**config.mk**
```make
export PLATFORM = sky130hd
export DESIGN_NAME = byte_ring_queue_with_peek_core
export DESIGN_NICKNAME = d
export VERILOG_FILES = /design/src/hdl/brq_pkg.sv /design/src/hdl/brq_ctrl.sv /design/src/hdl/brq_dpath.sv /design/src/hdl/byte_ring_queue_with_peek_core.sv
export VERILOG_INCLUDE_DIRS = /design/src /design/src/hdl
export SDC_FILE = /design/constraint.sdc
export NUM_CORES = 2
export LEC_CHECK = 0
export ABC_CLOCK_PERIOD_IN_PS = 3750
export BUFFER_PORTS_ARGS = -buffer_cell sky130_fd_sc_hd__buf_2
export CAP_MARGIN = 40
export CORE_ASPECT_RATIO = 1.2
export CORE_MARGIN = 5
export CORE_UTILIZATION = 45
export CTS_BUF_LIST = sky130_fd_sc_hd__clkbuf_4 sky130_fd_sc_hd__clkbuf_8 sky130_fd_sc_hd__clkbuf_16
export DETAILED_ROUTE_END_ITERATION = 16
export GPL_ROUTABILITY_DRIVEN = 0
export HOLD_SLACK_MARGIN = 0.1
export PLACE_DENSITY_LB_ADDON = 0.15
export SLEW_MARGIN = 10
export SYNTH_ARGS = -nofsm -noshare
export SYNTH_HDL_FRONTEND = slang
export SYNTH_SLANG_ARGS = --single-unit
```
**constraint.sdc**
```tcl
create_clock -name clk -period 3.75 [get_ports clk]
set_input_delay 0 -clock clk [delete_from_list [all_inputs] [get_ports clk]]
set_output_delay 0 -clock clk [all_outputs]
set_load 0.1 [all_outputs]
```
**src/hdl/byte_ring_queue_with_peek_core_defines.svh**
```systemverilog
// Assertion macros used by the queue controller RTL.
`ifndef BYTE_RING_QUEUE_WITH_PEEK_CORE_DEFINES_SVH
`define BYTE_RING_QUEUE_WITH_PEEK_CORE_DEFINES_SVH

`ifndef SYNTHESIS

`define BRQ_ASSERT(lbl, clk, rst_n, prop) \
  lbl: assert property (@(posedge clk) disable iff (!rst_n) prop) \
    else $error("brq assertion failed");

`define BRQ_ASSERT_ALWAYS(lbl, clk, prop) \
  lbl: assert property (@(posedge clk) prop) \
    else $error("brq assertion failed");

`else

`define BRQ_ASSERT(lbl, clk, rst_n, prop)

`define BRQ_ASSERT_ALWAYS(lbl, clk, prop)

`endif

`endif

```
**src/hdl/brq_pkg.sv**
```systemverilog
`default_nettype none
package brq_pkg;

  localparam logic [2:0] KIND_INSERT  = 3'd0;
  localparam logic [2:0] KIND_REMOVE  = 3'd1;
  localparam logic [2:0] KIND_INSPECT = 3'd2;
  localparam logic [2:0] KIND_SYNC    = 3'd3;
  localparam logic [2:0] KIND_FLUSH   = 3'd4;

  typedef struct packed {
    logic [2:0] kind;
    logic [7:0] data_in;
  } brq_in_t;

  typedef struct packed {
    logic        ok;
    logic [7:0]  data_out;
    logic [6:0]  free_count;
    logic [6:0]  used_count;
    logic        empty_res;
    logic        peek_empty;
    logic [15:0] overflow_total;
  } brq_out_t;

  typedef struct packed {
    logic capture;
    logic exec;
    logic load;
  } brq_cmd_t;

endpackage
`default_nettype wire

```
**src/hdl/brq_ctrl.sv**
```systemverilog
`default_nettype none
`include "byte_ring_queue_with_peek_core_defines.svh"
module brq_ctrl (
  input  wire logic              clk,
  input  wire logic              rst_n,
  input  wire logic              in_valid,
  output logic                   in_ready,
  output logic                   out_valid,
  input  wire logic              out_ready,
  output brq_pkg::brq_cmd_t      cmd
);
  import brq_pkg::*;

  localparam logic [1:0] ST_IDLE   = 2'd0;
  localparam logic [1:0] ST_EXEC   = 2'd1;
  localparam logic [1:0] ST_FINISH = 2'd2;

  logic [1:0] state_r;
  logic [1:0] state_nxt;
  logic       out_valid_r;
  logic       out_valid_nxt;

  assign in_ready    = (state_r == ST_IDLE);
  assign out_valid   = out_valid_r;
  assign cmd.capture = in_valid && in_ready;
  assign cmd.exec    = (state_r == ST_EXEC);
  assign cmd.load    = (state_r == ST_FINISH) && (!out_valid_r || out_ready);

  always_comb begin
    state_nxt = state_r;
    case (state_r)
      ST_IDLE: begin
        if (in_valid) state_nxt = ST_EXEC;
      end
      ST_EXEC: begin
        state_nxt = ST_FINISH;
      end
      ST_FINISH: begin
        if (cmd.load) state_nxt = ST_IDLE;
      end
      default: begin
        state_nxt = ST_IDLE;
      end
    endcase
  end

  assign out_valid_nxt = cmd.load ? 1'b1 : (out_valid_r && !out_ready);

  always_ff @(posedge clk) begin
    if (!rst_n) begin
      state_r     <= ST_IDLE;
      out_valid_r <= 1'b0;
    end else begin
      state_r     <= state_nxt;
      out_valid_r <= out_valid_nxt;
    end
  end

  `BRQ_ASSERT(a_capture_to_exec, clk, rst_n, cmd.capture |=> (state_r == ST_EXEC))
  `BRQ_ASSERT(a_exec_to_finish, clk, rst_n, cmd.exec |=> (state_r == ST_FINISH))
  `BRQ_ASSERT(a_load_sets_valid, clk, rst_n, cmd.load |=> (out_valid_r && in_ready))
  `BRQ_ASSERT(a_no_load_when_full, clk, rst_n, (out_valid_r && !out_ready) |-> !cmd.load)

endmodule
`default_nettype wire

```
**src/hdl/brq_dpath.sv**
```systemverilog
`default_nettype none
module brq_dpath #(
  parameter int DEPTH = 128
) (
  input  wire logic              clk,
  input  wire logic              rst_n,
  input  wire brq_pkg::brq_in_t  in_data,
  input  wire brq_pkg::brq_cmd_t cmd,
  output brq_pkg::brq_out_t      out_data
);
  import brq_pkg::*;

  localparam int PW = $clog2(DEPTH);
  localparam int CW = PW + 1;

  logic [7:0]    mem [DEPTH];
  logic [7:0]    rdata_r;

  brq_in_t       op_r;
  brq_out_t      out_r;
  logic [PW-1:0] wptr_r, wptr_nxt;
  logic [PW-1:0] rptr_r, rptr_nxt;
  logic [PW-1:0] pptr_r, pptr_nxt;
  logic [15:0]   ovf_r, ovf_nxt;
  logic          ok_r, ok_nxt;
  logic          hit_r, hit_nxt;

  logic [CW-1:0] used;
  logic          full;
  logic          w_eq_r;
  logic          w_eq_p;
  logic          mem_we;
  logic          mem_re;
  logic [PW-1:0] rd_addr;

  function automatic logic [PW-1:0] ptr_inc(input logic [PW-1:0] p);
    ptr_inc = (p == PW'(DEPTH - 1)) ? '0 : p + 1'b1;
  endfunction

  assign used   = {1'b0, wptr_r} - {1'b0, rptr_r}
                + ((wptr_r < rptr_r) ? CW'(DEPTH) : '0);
  assign full   = (used == CW'(DEPTH - 1));
  assign w_eq_r = (wptr_r == rptr_r);
  assign w_eq_p = (wptr_r == pptr_r);

  always_comb begin
    wptr_nxt = wptr_r;
    rptr_nxt = rptr_r;
    pptr_nxt = pptr_r;
    ovf_nxt  = ovf_r;
    ok_nxt   = 1'b0;
    hit_nxt  = 1'b0;
    mem_we   = 1'b0;
    mem_re   = 1'b0;
    rd_addr  = rptr_r;
    case (op_r.kind)
      KIND_INSERT: begin
        if (full) begin
          if (ovf_r != 16'hFFFF) ovf_nxt = ovf_r + 16'd1;
        end else begin
          mem_we   = 1'b1;
          wptr_nxt = ptr_inc(wptr_r);
          ok_nxt   = 1'b1;
        end
      end
      KIND_REMOVE: begin
        if (!w_eq_r) begin
          mem_re   = 1'b1;
          rptr_nxt = ptr_inc(rptr_r);
          ok_nxt   = 1'b1;
          hit_nxt  = 1'b1;
        end
      end
      KIND_INSPECT: begin
        rd_addr = pptr_r;
        if (!w_eq_p) begin
          mem_re   = 1'b1;
          pptr_nxt = ptr_inc(pptr_r);
          ok_nxt   = 1'b1;
          hit_nxt  = 1'b1;
        end
      end
      KIND_SYNC: begin
        rptr_nxt = pptr_r;
        ok_nxt   = 1'b1;
      end
      KIND_FLUSH: begin
        wptr_nxt = '0;
        rptr_nxt = '0;
        pptr_nxt = '0;
        ok_nxt   = 1'b1;
      end
      default: begin
      end
    endcase
  end

  always_ff @(posedge clk) begin
    if (cmd.exec && mem_we) mem[wptr_r] <= op_r.data_in;
    if (cmd.exec && mem_re) rdata_r <= mem[rd_addr];
  end

  always_ff @(posedge clk) begin
    if (!rst_n) begin
      wptr_r <= '0;
      rptr_r <= '0;
      pptr_r <= '0;
      ovf_r  <= '0;
    end else if (cmd.exec) begin
      wptr_r <= wptr_nxt;
      rptr_r <= rptr_nxt;
      pptr_r <= pptr_nxt;
      ovf_r  <= ovf_nxt;
    end
  end

  always_ff @(posedge clk) begin
    if (cmd.capture) op_r <= in_data;
    if (cmd.exec) begin
      ok_r  <= ok_nxt;
      hit_r <= hit_nxt;
    end
    if (cmd.load) begin
      out_r.ok             <= ok_r;
      out_r.data_out       <= hit_r ? rdata_r : 8'd0;
      out_r.free_count     <= 7'(CW'(DEPTH - 1) - used);
      out_r.used_count     <= 7'(used);
      out_r.empty_res      <= w_eq_r;
      out_r.peek_empty     <= w_eq_p;
      out_r.overflow_total <= ovf_r;
    end
  end

  assign out_data = out_r;

endmodule
`default_nettype wire

```
**src/hdl/byte_ring_queue_with_peek_core.sv**
```systemverilog
// Channel   Dir  Handshake            Payload
// in_       in   in_valid/in_ready    in_data   (brq_in_t: kind, data_in)
// out_      out  out_valid/out_ready  out_data  (brq_out_t: status and byte)
//
// An operation runs as operand capture, registered ring memory access with
// pointer update, and result load, in that order.
// The next operation is taken while a result waits in the output register.
// A stalled output holds the result load until the output register frees.
// Synchronous reset clears pointers and overflow count; stored bytes are kept.
`default_nettype none
module byte_ring_queue_with_peek_core #(
  parameter int DEPTH = 128
) (
  input  wire logic              clk,
  input  wire logic              rst_n,
  input  wire logic              in_valid,
  output logic                   in_ready,
  input  wire brq_pkg::brq_in_t  in_data,
  output logic                   out_valid,
  input  wire logic              out_ready,
  output brq_pkg::brq_out_t      out_data
);
  import brq_pkg::*;

  brq_cmd_t cmd;

  brq_ctrl u_ctrl (
    .clk       (clk),
    .rst_n     (rst_n),
    .in_valid  (in_valid),
    .in_ready  (in_ready),
    .out_valid (out_valid),
    .out_ready (out_ready),
    .cmd       (cmd)
  );

  brq_dpath #(
    .DEPTH (DEPTH)
  ) u_dpath (
    .clk      (clk),
    .rst_n    (rst_n),
    .in_data  (in_data),
    .cmd      (cmd),
    .out_data (out_data)
  );

endmodule
`default_nettype wire

```
==> metrics.csv <==
stage;metric;value;unit
clock_network;clock-pin slew of the registers on the worst-case setup and hold paths;0.06;ns
setup_path;crit path launch type;register;
job;maxcap violations;0;
min_path;worst hold path type;input port to register;
detailed_routing;Post-route DRC;0;
detailed_routing;DRT iter0 DRCs;3208;
clock_network;clk buf depth;3;
detailed_routing;routed wire length;133;mm
clock_network;total CTS buffers;110;
yosys;synthesized instance count;3222;
yosys;EDFF count, synth;1086;
sta;relative slew slack;37.2;%
finish;Multi-input gate area;10800;um^2
clock_network;Clock Latency Late Sink;0.70;ns
sta;Hold WS;0.222;ns
sta;Slew @ Worst Pin;0.935;ns
yosys;top_reg_cell synth;edfxtp_1;
finish;post-route insts no fill;5023;
setup_path;crit path cell chain;or3b_4 -> buf_12 -> mux2i_4 -> buf_12 -> buf_4 -> nand3_1 -> nand2_1 -> o22ai_1 -> a2111oi_0 -> buf_1 -> buf_4 -> nor4_1;
finish;Nets;3664;
clock_network;H-tree depth;3;
detailed_routing;DR pass1 iterations;5;
global_routing;GRT Overall Usage;24.5;%
clock_network;CTS tree;built;
yosys;Yosys warning count;0;
power_and_ir_drop;VDD IR max;0.369;mV
yosys;Syn Nets;3249;
global_routing;initial antenna violation count;5;
finish;fillers;8149;
sta;final hold vios;0;
detailed_routing;routed vias;29098;
setup_path;CP Class;register to register;
setup_path;critical path arrival;4.07;ns
sta;setup ws final;0.125;ns
run_status;outcome;completed;
setup_path;CP bufs+invs;5;
place;Port-buffer cells;57;
sta;final worst clock skew;0.0319;ns
power_and_ir_drop;Pleak;18.9;nW
setup_path;Worst Setup End Kind;register;
die;Die X;300;um
setup_path;Max FO, Critical Path;43;
die;area of the core;99900;um^2
sta;Fmax;276;MHz
clock_network;Sink Count;1126;
sta;Final Setup Violations;0;
global_routing;grt ovf;0;
place;pre-CTS setup slack;-0.124;ns
sta;Final min period;3.62;ns
yosys;fraction of registers with async set/reset;0;%
yosys;sequential share of the synthesized area;73.7;%
finish;share of layout cells above drive strength 1;18.8;%
die;Die Span Y;358;um
finish;Area Growth Syn to Fin;18.7;%
finish;Final Cell Area;53800;um^2
place;Final HPWL DP;88.0;mm
detailed_routing;vias per inst;5.79;
detailed_routing;DR WL/cell;26.5;um
sta;RSZ-0062 raised after global routing;no;
yosys;mapped cell area;45300;um^2
sta;Slew Limit Fails;0;
detailed_routing;DRT antenna net count;0;
finish;Post-Route Utilization;53.8;%
setup_path;cell family with most CP delay;buffers and inverters;
die;# IOs;58;
yosys;syn avg cell area;14.1;um^2
clock_network;root buf cell;clkbuf_16;
die;num rows;127;
die;Die ar.;107000;um^2
die;Initial Util;45.3;%
setup_path;slowest CP cell;or3b_4;
setup_path;CP Data Required Time;4.20;ns
yosys;post-synth cell types;77;
yosys;FF+latch count, synth;1126;
place;Cell Area, Placed;49700;um^2
place;placed insts;4782;
setup_path;critical path's largest stage delay;0.53;ns
global_routing;global-route wire length before repair;195;mm
power_and_ir_drop;Power per Cell Area;485;nW/um^2
global_routing;vias in the first global route;29232;
global_routing;largest net degree at the start of global routing;129;
finish;register area;33400;um^2
sta;Final Cycle Share;96.7;%
[synthesized netlist by cell type, types with 9 or more instances]
library cell / n / area (um^2)
a2111oi_0: 14 / 123
a21boi_0: 13 / 97.6
a21oi_1: 210 / 1050
a221oi_1: 14 / 123
a22oi_1: 23 / 173
a31oi_1: 23 / 144
a32oi_1: 12 / 105
and2_1: 15 / 93.8
and3_1: 43 / 269
buf_2: 57 / 285
buf_4: 18 / 135
buf_6: 19 / 214
clkbuf_1: 75 / 282
dfxtp_1: 40 / 801
edfxtp_1: 1086 / 32600
ha_1: 11 / 138
inv_1: 24 / 90.1
mux2i_1: 121 / 1210
mux4_2: 34 / 766
nand2_1: 686 / 2570
nand2b_1: 16 / 100
nand3_1: 166 / 831
nand4_1: 17 / 106
nor2_1: 180 / 676
nor2b_1: 9 / 56.3
nor3_1: 17 / 85.1
nor4_1: 21 / 131
o21ai_0: 56 / 280
o22ai_1: 38 / 238
or3_1: 14 / 87.6
or4_1: 16 / 120
xor2_1: 9 / 78.8
[final cells by class]
type                    count  area share [%]
multi-input cells        1889            20.1
diodes                      1         0.00465
clock buffers             141            5.65
repair buffers            484            7.66
clock inverters            66            1.22
inverters                  26           0.182
flip-flops and latches   1126            62.1
well taps                1290            3.00
[layout by cell type (no fill, tap or decap), types with 20 or more instances in the layout]
cell type	count
and3_1	43
clkinv_1	29
clkbuf_16	113
clkinv_2	20
nor2_1	180
a21oi_1	209
nor4_1	21
dfxtp_1	40
buf_4	352
dlygate4sd3_1	27
buf_12	40
o21ai_0	55
inv_1	24
clkbuf_4	28
buf_2	57
nand2_1	686
a22oi_1	23
nand3_1	166
edfxtp_1	1086
o22ai_1	38
a31oi_1	23
mux2i_1	120
mux4_2	34
[sequential cells by signal, summed over array words and instances, names as in the netlist]
name,count
u_dpath.ok_r,1
u_dpath.op_r,11
u_dpath.wptr_r,7
u_dpath.hit_r,1
u_dpath.rdata_r,8
u_dpath.mem,1024
u_dpath.out_data,41
u_ctrl.state_r,2
u_dpath.rptr_r,7
u_dpath.pptr_r,7
u_ctrl.out_valid,1
u_dpath.ovf_r,16
[through the flow]
| stage | TNS, ns | total power, mW |
|---|---|---|
| after floorplan | 0 | 14.7 |
| after global placement | -1.09 | 15.0 |
| after detailed placement | -0.622 | 15.0 |
| after CTS | 0 | 26.2 |
| after global routing | 0 | 26.8 |
| final | 0 | 26.1 |
[per-layer routing]
metal	up-vias	share of wire (%)	wire, um	global-route usage, %
met5	-	0	0	0
met4	0	5.2	6980	11.3
met3	303	7.5	10000	3.77
met2	1300	49	65100	41.6
met1	14580	38	51300	31.4
li1	12915	-	-	-
[what timing repair did]
action,4_1_cts,5_1_grt
pin swaps,0,2
endpoints found under the hold margin,51,0
gates resized for setup,1,4
setup endpoints to repair,8,159
hold buffers,27,0
gates cloned,1,0
buffers inserted,1,3
[where the power goes]
part,internal [mW],switching [mW]
clock network,6.60,4.66
registers,13.8,0.0243
logic,0.269,0.666
total,20.7,5.35
[worst min-delay path: cells and delay by family]
family | cells | cell delay, ns
buf+inv | 2 | 0.61
simple gates | 1 | 0.15
compound gates | 1 | 0.08
[logic make-up after synthesis]
| kind of cell | count (synthesis) | share of synthesized area [%] |
|---|---|---|
| AND/OR/NAND/NOR | 1223 | 11.7 |
| flip-flops | 1126 | 73.7 |
| AO/OA/AOI/OAI | 471 | 6.45 |
| buffers and inverters | 208 | 2.58 |
| multiplexers | 166 | 4.83 |
| XOR/XNOR | 16 | 0.309 |
| adder cells (fa/ha/maj) | 12 | 0.348 |
[worst paths after layout]
kind,startpoint,end,slack [ns],cells past startpoint
worst min register to register,u_dpath.ok_r$_DFFE_PP_,u_dpath.out_data[40]$_DFFE_PP_,0.42,0
worst max-delay path,u_dpath.op_r[8]$_DFFE_PP_,u_dpath.rdata_r[0]$_DFFE_PP_,0.13,12
worst min-delay path,out_ready,u_ctrl.out_valid$_SDFF_PN0_,0.22,4
worst max register to register,u_dpath.op_r[8]$_DFFE_PP_,u_dpath.rdata_r[0]$_DFFE_PP_,0.13,12
Note: power is estimated with default switching activity, not from simulation.
